--- config.mk ---
export PLATFORM = sky130hd
export DESIGN_NAME = text_line_number_and_visualize_filter_unit
export DESIGN_NICKNAME = d
export VERILOG_FILES = /design/src/rtl/core/tlnvf_pkg.sv /design/src/rtl/core/text_line_number_and_visualize_filter_unit.sv
export VERILOG_INCLUDE_DIRS = /design/src /design/src/rtl/core
export SDC_FILE = /design/constraint.sdc
export NUM_CORES = 1
export LEC_CHECK = 0
export BUFFER_PORTS_ARGS = -buffer_cell sky130_fd_sc_hd__buf_4
export CAP_MARGIN = 20
export CORE_UTILIZATION = 61
export DETAILED_ROUTE_END_ITERATION = 10
export PLACE_DENSITY = 0.82
export SLEW_MARGIN = 20
export SYNTH_ARGS = -nofsm -noshare
export SYNTH_HDL_FRONTEND = slang
export SYNTH_SLANG_ARGS = --single-unit
--- constraint.sdc ---
create_clock -name i_clk -period 4.77 [get_ports i_clk]
set_clock_uncertainty 0.15 [all_clocks]
set_input_delay 0.954 -clock i_clk [delete_from_list [all_inputs] [get_ports i_clk]]
set_output_delay 0.954 -clock i_clk [all_outputs]
set_load 0.01 [all_outputs]
--- src/rtl/core/assert_macros.svh ---
// Assertion macros shared by the RTL of the text line filter.
// No dependencies; included by the files that carry assertions.
`ifndef ASSERT_MACROS_SVH
`define ASSERT_MACROS_SVH

// Same-cycle implication, checked out of reset.
`define ASSERT_SAME(label, clk, rst_n, ante, cons) \
    label: assert property (@(posedge clk) disable iff (!rst_n) (ante) |-> (cons)) \
        else $error("same-cycle check failed");

// Next-cycle implication, checked out of reset.
`define ASSERT_NEXT(label, clk, rst_n, ante, cons) \
    label: assert property (@(posedge clk) disable iff (!rst_n) (ante) |=> (cons)) \
        else $error("next-cycle check failed");

`endif

--- src/rtl/core/tlnvf_pkg.sv ---
// Package for the text line numbering and visualize filter.
// Character codes, register indexes and defaults; no dependencies.
`default_nettype none

package tlnvf_pkg;

    localparam int DEFAULT_NUMBER_DIGITS = 6;
    localparam int BODY_MAX              = 4;
    localparam int CFG_INDEX_W           = 3;

    typedef logic [CFG_INDEX_W-1:0] t_cfg_index;

    localparam t_cfg_index CFG_NUMBER_ALL      = 3'd0;
    localparam t_cfg_index CFG_NUMBER_NONBLANK = 3'd1;
    localparam t_cfg_index CFG_SQUEEZE_BLANK   = 3'd2;
    localparam t_cfg_index CFG_SHOW_ENDS       = 3'd3;
    localparam t_cfg_index CFG_SHOW_TABS       = 3'd4;
    localparam t_cfg_index CFG_SHOW_NONPRINT   = 3'd5;

    typedef logic [7:0] t_byte;

    localparam t_byte CH_NL     = 8'h0A;
    localparam t_byte CH_TAB    = 8'h09;
    localparam t_byte CH_SPACE  = 8'h20;
    localparam t_byte CH_ZERO   = 8'h30;
    localparam t_byte CH_DOLLAR = 8'h24;
    localparam t_byte CH_CARET  = 8'h5E;
    localparam t_byte CH_I      = 8'h49;
    localparam t_byte CH_M      = 8'h4D;
    localparam t_byte CH_DASH   = 8'h2D;
    localparam t_byte CH_QMARK  = 8'h3F;
    localparam t_byte CH_DEL    = 8'h7F;
    localparam t_byte CH_CTRL_TOP   = 8'h20;
    localparam t_byte CH_CTRL_SHIFT = 8'h40;

    typedef struct packed {
        logic number_all;
        logic number_nonblank;
        logic squeeze_blank;
        logic show_ends;
        logic show_tabs;
        logic show_nonprint;
    } t_cfg;

endpackage

`default_nettype wire

--- src/rtl/core/text_line_number_and_visualize_filter_unit.sv ---
// Top level of the text line numbering and visualize filter.
// Depends on tlnvf_pkg and assert_macros.svh.
//
// Each request byte is formatted in the cycle it is accepted into a run of
// up to NUMBER_DIGITS + 5 bytes (line number and tab, then the byte itself,
// possibly as '$', ^X, ^? or an M- pair), held in a shift buffer that sends
// one byte per cycle while i_out_stall is low. The next request is taken in
// the cycle the last byte of the current run leaves, so one-byte runs flow at
// one request per cycle when the output is not stalled. Squeezed empty lines
// give no output. The output buffer draining one byte per cycle, unless
// stalled, sets the rate. The line counter is BCD and holds at all nines.
`default_nettype none
`include "assert_macros.svh"

module text_line_number_and_visualize_filter_unit #(
    parameter int NUMBER_DIGITS = tlnvf_pkg::DEFAULT_NUMBER_DIGITS
) (
    input  wire logic                          i_clk,
    input  wire logic                          i_rst_n,
    // configuration
    input  wire logic                          i_cfg_valid,
    output logic                               o_cfg_ready,
    input  wire logic [tlnvf_pkg::CFG_INDEX_W-1:0] i_cfg_index,
    input  wire logic                          i_cfg_data,
    // input bytes
    input  wire logic                          i_in_valid,
    output logic                               o_in_stall,
    input  wire logic [7:0]                    i_in_byte,
    input  wire logic                          i_file_start,
    // output bytes
    output logic                               o_out_valid,
    input  wire logic                          i_out_stall,
    output logic [7:0]                         o_out_byte,
    output logic                               o_run_last
);
    import tlnvf_pkg::*;

    localparam int RUN_MAX = NUMBER_DIGITS + 1 + BODY_MAX;
    localparam int CNT_W   = $clog2(RUN_MAX + 1);
    localparam int LINE_W  = 4 * NUMBER_DIGITS;

    t_cfg              r_cfg;
    logic              r_after_nl;
    logic [1:0]        r_blank;
    logic [LINE_W-1:0] r_line;
    t_byte             r_run [RUN_MAX];
    logic [CNT_W-1:0]  r_cnt;

    logic              n_after_nl;
    logic [1:0]        n_blank;
    logic [LINE_W-1:0] n_line;
    t_byte             n_run [RUN_MAX];
    logic [CNT_W-1:0]  n_len;
    logic              n_load;

    logic              in_take;
    logic              out_take;
    logic              at_start;
    logic              is_nl;
    logic              numbered;
    logic              drop;
    t_byte             body [BODY_MAX];
    logic [2:0]        body_len;
    t_byte             low_b [2];
    logic [1:0]        low_len;
    t_byte             low;
    logic [NUMBER_DIGITS:0] hi_zero;
    logic [NUMBER_DIGITS:0] nines_below;

    assign o_cfg_ready = 1'b1;
    assign o_out_valid = (r_cnt != '0);
    assign o_out_byte  = r_run[0];
    assign o_run_last  = (r_cnt == CNT_W'(1));
    assign out_take    = o_out_valid && !i_out_stall;
    // take a new request once the buffer is empty or its last byte leaves
    assign o_in_stall  = o_out_valid && !(o_run_last && !i_out_stall);
    assign in_take     = i_in_valid && !o_in_stall;

    // line and blank-run bookkeeping
    always_comb begin
        at_start   = r_after_nl || i_file_start;
        is_nl      = (i_in_byte == CH_NL);
        n_after_nl = is_nl;
        if (at_start && is_nl) begin
            n_blank = (r_blank == 2'd2) ? 2'd2 : r_blank + 2'd1;
        end else begin
            n_blank = 2'd0;
        end
        drop     = r_cfg.squeeze_blank && (n_blank == 2'd2);
        numbered = at_start && !(is_nl && r_cfg.number_nonblank)
                   && (r_cfg.number_all || r_cfg.number_nonblank);
    end

    // BCD count-up, holding at all nines
    always_comb begin
        nines_below[0] = 1'b1;
        for (int i = 0; i < NUMBER_DIGITS; i++) begin
            nines_below[i+1] = nines_below[i] && (r_line[4*i +: 4] == 4'd9);
        end
        n_line = r_line;
        if (!nines_below[NUMBER_DIGITS]) begin
            for (int i = 0; i < NUMBER_DIGITS; i++) begin
                if (nines_below[i]) begin
                    n_line[4*i +: 4] = (r_line[4*i +: 4] == 4'd9) ? 4'd0
                                                                 : r_line[4*i +: 4] + 4'd1;
                end
            end
        end
    end

    // body of the run: the byte itself in its displayed form
    always_comb begin
        low = {1'b0, i_in_byte[6:0]};
        if (low < CH_CTRL_TOP) begin
            low_b[0] = CH_CARET;
            low_b[1] = low + CH_CTRL_SHIFT;
            low_len  = 2'd2;
        end else if (low == CH_DEL) begin
            low_b[0] = CH_CARET;
            low_b[1] = CH_QMARK;
            low_len  = 2'd2;
        end else begin
            low_b[0] = low;
            low_b[1] = low;
            low_len  = 2'd1;
        end

        for (int k = 0; k < BODY_MAX; k++) begin
            body[k] = i_in_byte;
        end
        body_len = 3'd1;
        if (is_nl) begin
            if (r_cfg.show_ends) begin
                body[0]  = CH_DOLLAR;
                body[1]  = CH_NL;
                body_len = 3'd2;
            end
        end else if (i_in_byte == CH_TAB) begin
            if (r_cfg.show_tabs) begin
                body[0]  = CH_CARET;
                body[1]  = CH_I;
                body_len = 3'd2;
            end
        end else if (r_cfg.show_nonprint) begin
            if (i_in_byte[7]) begin
                body[0]  = CH_M;
                body[1]  = CH_DASH;
                body[2]  = low_b[0];
                body[3]  = low_b[1];
                body_len = 3'd2 + {1'b0, low_len};
            end else begin
                body[0]  = low_b[0];
                body[1]  = low_b[1];
                body_len = {1'b0, low_len};
            end
        end
    end

    // assemble the full run: number columns and tab, then the body
    always_comb begin
        hi_zero[NUMBER_DIGITS] = 1'b1;
        for (int i = NUMBER_DIGITS - 1; i >= 0; i--) begin
            hi_zero[i] = hi_zero[i+1] && (r_line[4*i +: 4] == 4'd0);
        end
        for (int k = 0; k < RUN_MAX; k++) begin
            n_run[k] = CH_SPACE;
            if (numbered) begin
                if (k < NUMBER_DIGITS) begin
                    if (!(hi_zero[NUMBER_DIGITS-1-k] && (NUMBER_DIGITS - 1 - k) != 0)) begin
                        n_run[k] = CH_ZERO
                                   + {4'd0, r_line[4*(NUMBER_DIGITS-1-k) +: 4]};
                    end
                end else if (k == NUMBER_DIGITS) begin
                    n_run[k] = CH_TAB;
                end else begin
                    n_run[k] = body[2'(k - NUMBER_DIGITS - 1)];
                end
            end else if (k < BODY_MAX) begin
                n_run[k] = body[2'(k)];
            end
        end
        n_len  = (numbered ? CNT_W'(NUMBER_DIGITS + 1) : CNT_W'(0)) + CNT_W'(body_len);
        n_load = in_take && !drop;
    end

    always_ff @(posedge i_clk) begin
        if (!i_rst_n) begin
            r_cfg      <= '0;
            r_after_nl <= 1'b1;
            r_blank    <= 2'd0;
            r_line     <= LINE_W'(1);
            r_cnt      <= '0;
        end else begin
            if (i_cfg_valid && o_cfg_ready) begin
                case (i_cfg_index)
                    CFG_NUMBER_ALL:      r_cfg.number_all      <= i_cfg_data;
                    CFG_NUMBER_NONBLANK: r_cfg.number_nonblank <= i_cfg_data;
                    CFG_SQUEEZE_BLANK:   r_cfg.squeeze_blank   <= i_cfg_data;
                    CFG_SHOW_ENDS:       r_cfg.show_ends       <= i_cfg_data;
                    CFG_SHOW_TABS:       r_cfg.show_tabs       <= i_cfg_data;
                    CFG_SHOW_NONPRINT:   r_cfg.show_nonprint   <= i_cfg_data;
                    default: ;
                endcase
            end
            if (in_take) begin
                r_after_nl <= n_after_nl;
                r_blank    <= n_blank;
                if (numbered && !drop) begin
                    r_line <= n_line;
                end
            end
            if (n_load) begin
                r_cnt <= n_len;
            end else if (out_take) begin
                r_cnt <= r_cnt - CNT_W'(1);
            end
        end
    end

    // run buffer: load a whole run, shift one byte out per take
    always_ff @(posedge i_clk) begin
        if (n_load) begin
            r_run <= n_run;
        end else if (out_take) begin
            for (int k = 0; k < RUN_MAX - 1; k++) begin
                r_run[k] <= r_run[k+1];
            end
        end
    end

    `ASSERT_SAME(a_take_only_at_drain, i_clk, i_rst_n,
        in_take && (r_cnt != '0), o_run_last && !i_out_stall)
    `ASSERT_SAME(a_cnt_in_range, i_clk, i_rst_n, 1'b1, r_cnt <= CNT_W'(RUN_MAX))
    `ASSERT_SAME(a_low_digit_bcd, i_clk, i_rst_n, 1'b1, r_line[3:0] <= 4'd9)
    `ASSERT_NEXT(a_empty_after_last, i_clk, i_rst_n,
        out_take && o_run_last && !in_take, !o_out_valid)

endmodule

`default_nettype wire
==> results.py, run 1 <==
metrics = {
    "outcome": {
        "outcome": "complete, but fails checks",
        "violations": "design-rule violations",
    },
    "placement": {
        "hpwl_um": 8220,
        "gp_congestion": 0.942,
        "dpl.cell_count": 663,
        "pre_cts_slack_ns": 1.22,
        "io_buffers": 28,
    },
    "clock_tree": {
        "cts_root_buf": "clkbuf_8",
        "postCtsSetupRepairBufs": 0,
        "clockBufferDepth": 2,
        "cts_resized": 0,
        "hold_buffers": 0,
        "clk-insertion-delay-late_ns": 0.38,
        "cts_sinks": 109,
        "htree_num_levels": 3,
        "cts_buffers": 9,
        "cts_tree": "done",
        "clk_pin_slew_ns": 0.11,
    },
    "finish": {
        "drive_gt1_share_pct": 11.4,
        "synthToLayoutAreaGrowth_pct": 6.48,
        "final_cells": 679,
        "diodes": 0,
        "num-nets-final": 592,
    },
    "job": {
        "maxCapViolCount": 0,
    },
    "setup_path": {
        "worst_setup_path_start_kind": "primary input",
        "path_class": "primary input to register",
        "cp-end-kind": "register",
        "worstPathArrival_ns": 3.26,
        "worstPathMaxFanout": 15,
        "crit_chain": "buf_4 -> nor4b_2 -> buf_4 -> a31o_2 -> inv_1 -> ha_1 -> fa_1 -> xor2_1 -> a221oi_1 -> nor2_1",
        "slowest_stage": "fa_1",
        "cpMostUsedCell": "buf_4",
        "required_ns": 4.88,
        "slowest_delay_ns": 0.38,
    },
    "yosys": {
        "ys.flop_type": "edfxtp_1",
        "synth_edf_count": 72,
        "synth_seq_cells": 109,
        "ys_seq_area_share_pct": 51.6,
        "synthesis.nets": 589,
        "async_flop_share_pct": 0,
        "avgSynthCellArea_um2": 9.98,
        "syn-cell-area_um2": 5620,
        "ys_warn_count": 0,
        "ys_types": 69,
        "synthCells": 563,
    },
    "floorplanning": {
        "start_util_pct": 63.8,
        "dieArea_um2": 9600,
        "fp.dieH_um": 98.0,
        "fp.coreArea_um2": 8810,
        "io_pins": 30,
        "rows": 34,
        "die_w_um": 98.0,
    },
    "drt": {
        "drt_iter0_drc": 374,
        "avgViaCountPerCell": 6.33,
        "dr.pass1.iters": 8,
        "ant_nets": 0,
        "drc": 3,
        "dr_total_vias": 4297,
        "wl_per_cell_um": 18.1,
        "wirelength_um": 12300,
    },
    "grt": {
        "grt_pass1_wl_um": 19800,
        "grt_pass1_vias": 3954,
        "grt.total_usage_pct": 26.3,
        "grt_start_max_net_pins": 74,
        "antenna_found_initial": 0,
        "grt_remaining_overflow": 0,
    },
    "sta": {
        "fin_ws_ns": 1.62,
        "finalHoldViolations": 0,
        "fin_setup_tns_ns": 0,
        "rsz0062_at_grt": "false",
        "slew_viol_final": 0,
        "max-slew-margin-rel_pct": 27.0,
        "fmax_mhz": 317,
        "final.min_clock_period_ns": 3.15,
        "tightestPinTransition_ns": 1.10,
        "period_share_pct": 66.1,
        "setup-violations-final": 0,
    },
    "power": {
        "power_leakage_nw": 2.26,
        "power_density_nw_per_um2": 529,
        "ir_drop_uv": 388,
    },
    "min_path": {
        "hp-class": "register to register",
    },
}
## cells by family (layout without fill, tap and decap cells)
logic type | after synthesis | in the layout | synth area share, %
muxes | 11 | 11 | 1.96
DFF | 109 | 109 | 51.6
xor gates and xnor gates | 3 | 3 | 0.468
and+or+nand+nor | 243 | 243 | 23.4
buffers and inverters | 58 | 66 | 5.08
other | 1 | 1 | 0.0667
adders and majority gates | 8 | 8 | 1.91
AOI/OAI and AO/OA | 130 | 130 | 15.5
## state kept, by name, indices dropped and copies added (netlist names)
| signal | flops |
|---|---|
| r_cnt | 4 |
| r_blank | 2 |
| r_line | 24 |
| o_out_byte | 8 |
| r_cfg | 6 |
| r_after_nl | 1 |
| r_run | 64 |
## cell usage after synthesis, drive strengths merged, types with 8 or more instances
| cell | instances | share of area [%] |
|---|---|---|
| nand2 | 88 | 5.9 |
| edfxtp | 72 | 38 |
| nor2 | 42 | 2.8 |
| dfxtp | 37 | 13 |
| a21oi | 28 | 2.5 |
| o21ai | 28 | 2.5 |
| buf | 26 | 2.9 |
| and2 | 18 | 2.0 |
| inv | 17 | 1.1 |
| nand3 | 16 | 1.5 |
| clkbuf | 14 | 0.93 |
| a31oi | 11 | 1.2 |
| mux2i | 11 | 2.0 |
| nor2b | 11 | 1.2 |
| nand2b | 10 | 1.1 |
| a22o | 9 | 1.4 |
| o211ai | 9 | 1.2 |
| o31ai | 9 | 1.2 |
| or4 | 8 | 1.1 |
## area by class of cell
type | instances | area [um^2]
Inverter | 18 | 67.6
Fill cell | 678 | 2820
Clock inverter | 7 | 73.8
Sequential cell | 109 | 2900
Tap cell | 108 | 135
Timing Repair Buffer | 32 | 240
Clock buffer | 9 | 124
Multi-Input combinational cell | 396 | 2440
## power by group
| group | leakage [nW] | internal [mW] | switching (mW) |
|---|---|---|---|
| sequential | 0.999 | 1.54 | 0.114 |
| clock | 0.101 | 0.208 | 0.353 |
| combinational | 1.16 | 0.335 | 0.611 |
| total | 2.26 | 2.09 | 1.08 |
## metal layers
| metal | part of all wire (%) | routed length [um] | global-route usage [%] | up-vias |
|---|---|---|---|---|
| met5 | 0 | 0 | 0 | - |
| met4 | 2.3 | 282 | 9.56 | 0 |
| met3 | 7.2 | 878 | 4.87 | 23 |
| met2 | 46 | 5680 | 40.7 | 171 |
| met1 | 44 | 5420 | 37.2 | 2032 |
| li1 | - | - | - | 2071 |
## layout by cell type, fill, tap and decap left out, types with 2 or more instances in the layout
cell,synthesis,routed
nor2_1,41,41
o21ai_0,27,27
a21o_1,5,4
nand4b_1,2,2
o211ai_1,9,9
and3_1,7,7
nor3_1,3,3
nor3b_1,5,5
ha_1,7,7
nand4_1,5,5
a22oi_1,3,3
inv_8,0,2
and4bb_2,5,5
or3_1,4,4
a22o_1,9,9
nand2b_1,10,9
xor2_1,2,2
a211oi_1,4,4
and4_1,3,3
o22a_1,3,3
buf_4,14,32
inv_1,17,17
mux2i_1,11,11
nand2_1,88,88
clkbuf_8,0,9
and2_1,18,18
a21oi_1,28,28
nor4_1,6,6
o311ai_0,3,3
a31oi_1,11,11
or4_1,8,8
o31ai_1,9,9
edfxtp_1,72,72
inv_6,0,3
nand3_1,15,15
a41o_1,3,3
nor2b_1,11,11
dfxtp_1,37,37
## through the flow
| step | power [mW] | util (%) | area, um^2 | hold slack (ns) |
|---|---|---|---|---|
| after floorplan | 2.37 | - | 5620 | 0.282 |
| after global placement | 2.58 | 65.7 | 5790 | 0.288 |
| after detailed placement | 2.63 | 65.7 | 5790 | 0.301 |
| after CTS | 3.18 | 68.0 | 5980 | 0.316 |
| after global routing | 3.33 | 68.0 | 5980 | 0.346 |
| final | 3.17 | 68.0 | 5980 | 0.314 |
## critical path, delay by kind of cell
family,cells,cell delay (ns)
and+or+nand+nor,2,0.31
adders and majority gates,2,0.70
xor gates and xnor gates,1,0.17
AOI/OAI and AO/OA,2,0.53
buffers and inverters,3,0.59
## worst paths after layout
| check | startpoint | endpoint | slack, ns | cells past startpoint |
|---|---|---|---|---|
| setup / recovery | i_in_byte[2] | r_cnt[2] | 1.62 | 10 |
| setup reg to reg | r_blank[0] | r_line[16] | 1.99 | 7 |
| hold reg to reg | r_blank[0] | r_blank[0] | 0.31 | 2 |
| hold / removal | r_blank[0] | r_blank[0] | 0.31 | 2 |
Note: power is estimated with default switching activity, not from simulation.
==> run 2, diff against run 1 <==
Clock period 4.77 ns to 3.2 ns, I/O delays scaled along.
==> run 2 against run 1 <==
The run still ends with design-rule violations left. Critical path type unchanged. Routed wire length is 1.2% higher. Sequential cell count unchanged. Worst hold slack improved by 0.0016 ns. Combinational power increased by 62%. Critical path depth unchanged. Utilization is 1.2 points higher. Critical endpoint unchanged. Cell count is 1.6% higher. Largest power group unchanged.
==> results.py, run 2 (synthesis results as in run 1) <==
metrics = {
    "finish": {
        "layout_common_cells": "nand2_1, edfxtp_1, nor2_1, buf_4, dfxtp_1",
        "final_core_util_pct": 69.2,
        "diodes": 0,
        "num-nets-final": 603,
        "nFillCells": 672,
        "regMostFlops": "r_run",
        "design_area_um2": 6090,
        "mostFrequentLayoutCell": "nand2_1",
        "drive_gt1_share_pct": 12.9,
        "largest_reg_flops": 64,
        "synthToLayoutAreaGrowth_pct": 8.35,
    },
    "sta": {
        "period_share_pct": 86.8,
        "rsz0062_at_grt": "false",
        "tightestPinTransition_ns": 1.10,
        "finalHoldViolations": 0,
        "fmax_mhz": 360,
        "slew_viol_final": 0,
        "fin_setup_tns_ns": 0,
        "max-slew-margin-rel_pct": 26.5,
        "setup-violations-final": 0,
        "final.min_clock_period_ns": 2.78,
    },
    "clock_tree": {
        "clk-insertion-delay-late_ns": 0.37,
        "cts_root_buf": "clkbuf_8",
        "clk_pin_slew_ns": 0.10,
        "cts_sinks": 109,
        "hold_buffers": 0,
        "cts_resized": 0,
        "cts_buffers": 9,
        "htree_num_levels": 3,
        "cts_tree": "done",
        "clockBufferDepth": 2,
        "postCtsSetupRepairBufs": 0,
    },
    "power": {
        "power_leakage_nw": 2.31,
        "power_density_nw_per_um2": 790,
        "ir_drop_uv": 707,
    },
    "setup_path": {
        "worst_setup_path_start_kind": "primary input",
        "path_class": "primary input to register",
        "worstPathMaxFanout": 5,
        "required_ns": 3.31,
        "worstPathArrival_ns": 2.88,
        "cp-end-kind": "register",
    },
    "placement": {
        "gp_congestion": 1.02,
        "hpwl_um": 8640,
        "io_buffers": 28,
        "placed_area_um2": 5890,
    },
    "drt": {
        "dr_total_vias": 4392,
        "wl_per_cell_um": 18.0,
        "ant_nets": 0,
        "drc": 2,
        "wirelength_um": 12400,
        "drt_iter0_drc": 324,
        "avgViaCountPerCell": 6.37,
        "dr.pass1.iters": 8,
    },
    "grt": {
        "grt.total_usage_pct": 27.3,
        "antenna_found_initial": 0,
        "grt_start_max_net_pins": 73,
        "grt_remaining_overflow": 0,
        "grt_pass1_vias": 4099,
        "grt_pass1_wl_um": 20600,
    },
    "floorplanning": {
        "rows": 34,
        "die_w_um": 98.0,
        "dieArea_um2": 9600,
        "fp.dieH_um": 98.0,
        "io_pins": 30,
        "fp.coreArea_um2": 8810,
        "start_util_pct": 63.8,
    },
    "outcome": {
        "outcome": "complete, but fails checks",
        "violations": "design-rule violations",
    },
    "min_path": {
        "hp-class": "register to register",
    },
    "job": {
        "maxCapViolCount": 0,
    },
}
-- run 2: cell types whose count changed in the layout (fill, tap and decap cells not counted), sizes merged --
cell and change:
buf +11, bufinv +1, clkinvlp +3, inv -3
clkinv -1
-- run 2: area by class of cell --
type | count | area (um^2) | area share (%)
sequential | 109 | 2900 | 47.7
multi-input combinational | 396 | 2440 | 40.1
timing repair buffer | 43 | 348 | 5.71
tap | 108 | 135 | 2.22
clock buffer | 9 | 124 | 2.03
clock inverter | 7 | 71.3 | 1.17
inverter | 18 | 67.6 | 1.11
-- run 2: critical path: stages --
cell,delay [ns]
buf_4,0.13
nor4b_2,0.51
o211ai_1,0.31
nand2_1,0.12
o21ai_0,0.10
ha_1,0.22
fa_1,0.38
xor2_1,0.17
a221oi_1,0.24
nor2_1,0.07
-- run 2: path summary, 6_finish.rpt --
check               start         end  slack (ns)  cells after the start
max          i_in_byte[2]    r_cnt[2]        0.42                     10
min            r_blank[0]  r_blank[0]        0.32                      2
max reg2reg    r_blank[0]  r_line[16]        0.53                      7
min reg2reg    r_blank[0]  r_blank[0]        0.32                      2
-- run 2: routing by layer --
layer | track usage [%] | up-vias | share of wire [%]
met5 | 0 | - | 0
met4 | 8.39 | 0 | 1.4
met1 | 38.3 | 2110 | 43
met2 | 44.0 | 173 | 49
met3 | 3.94 | 21 | 6.7
li1 | - | 2088 | -
-- run 2: where the power goes --
group	internal [mW]	switching [mW]	leakage (nW)
Sequential	2.29	0.162	0.999
Combinational	0.594	0.936	1.22
Clock	0.363	0.470	0.0898
-- run 2: through the flow --
stage / setup slack (ns) / total power, mW / hold slack [ns] / instances
4_1_cts: 0.486 / 4.84 / 0.322 / 690
3_3_place_gp: 0.214 / 3.95 / 0.290 / 674
5_1_grt: 0.314 / 5.08 / 0.363 / 690
3_5_place_dp: 0.0821 / 4.01 / 0.309 / 674
2_1_floorplan: 0.249 / 3.51 / 0.282 / 563
6_report: 0.422 / 4.81 / 0.315 / 690
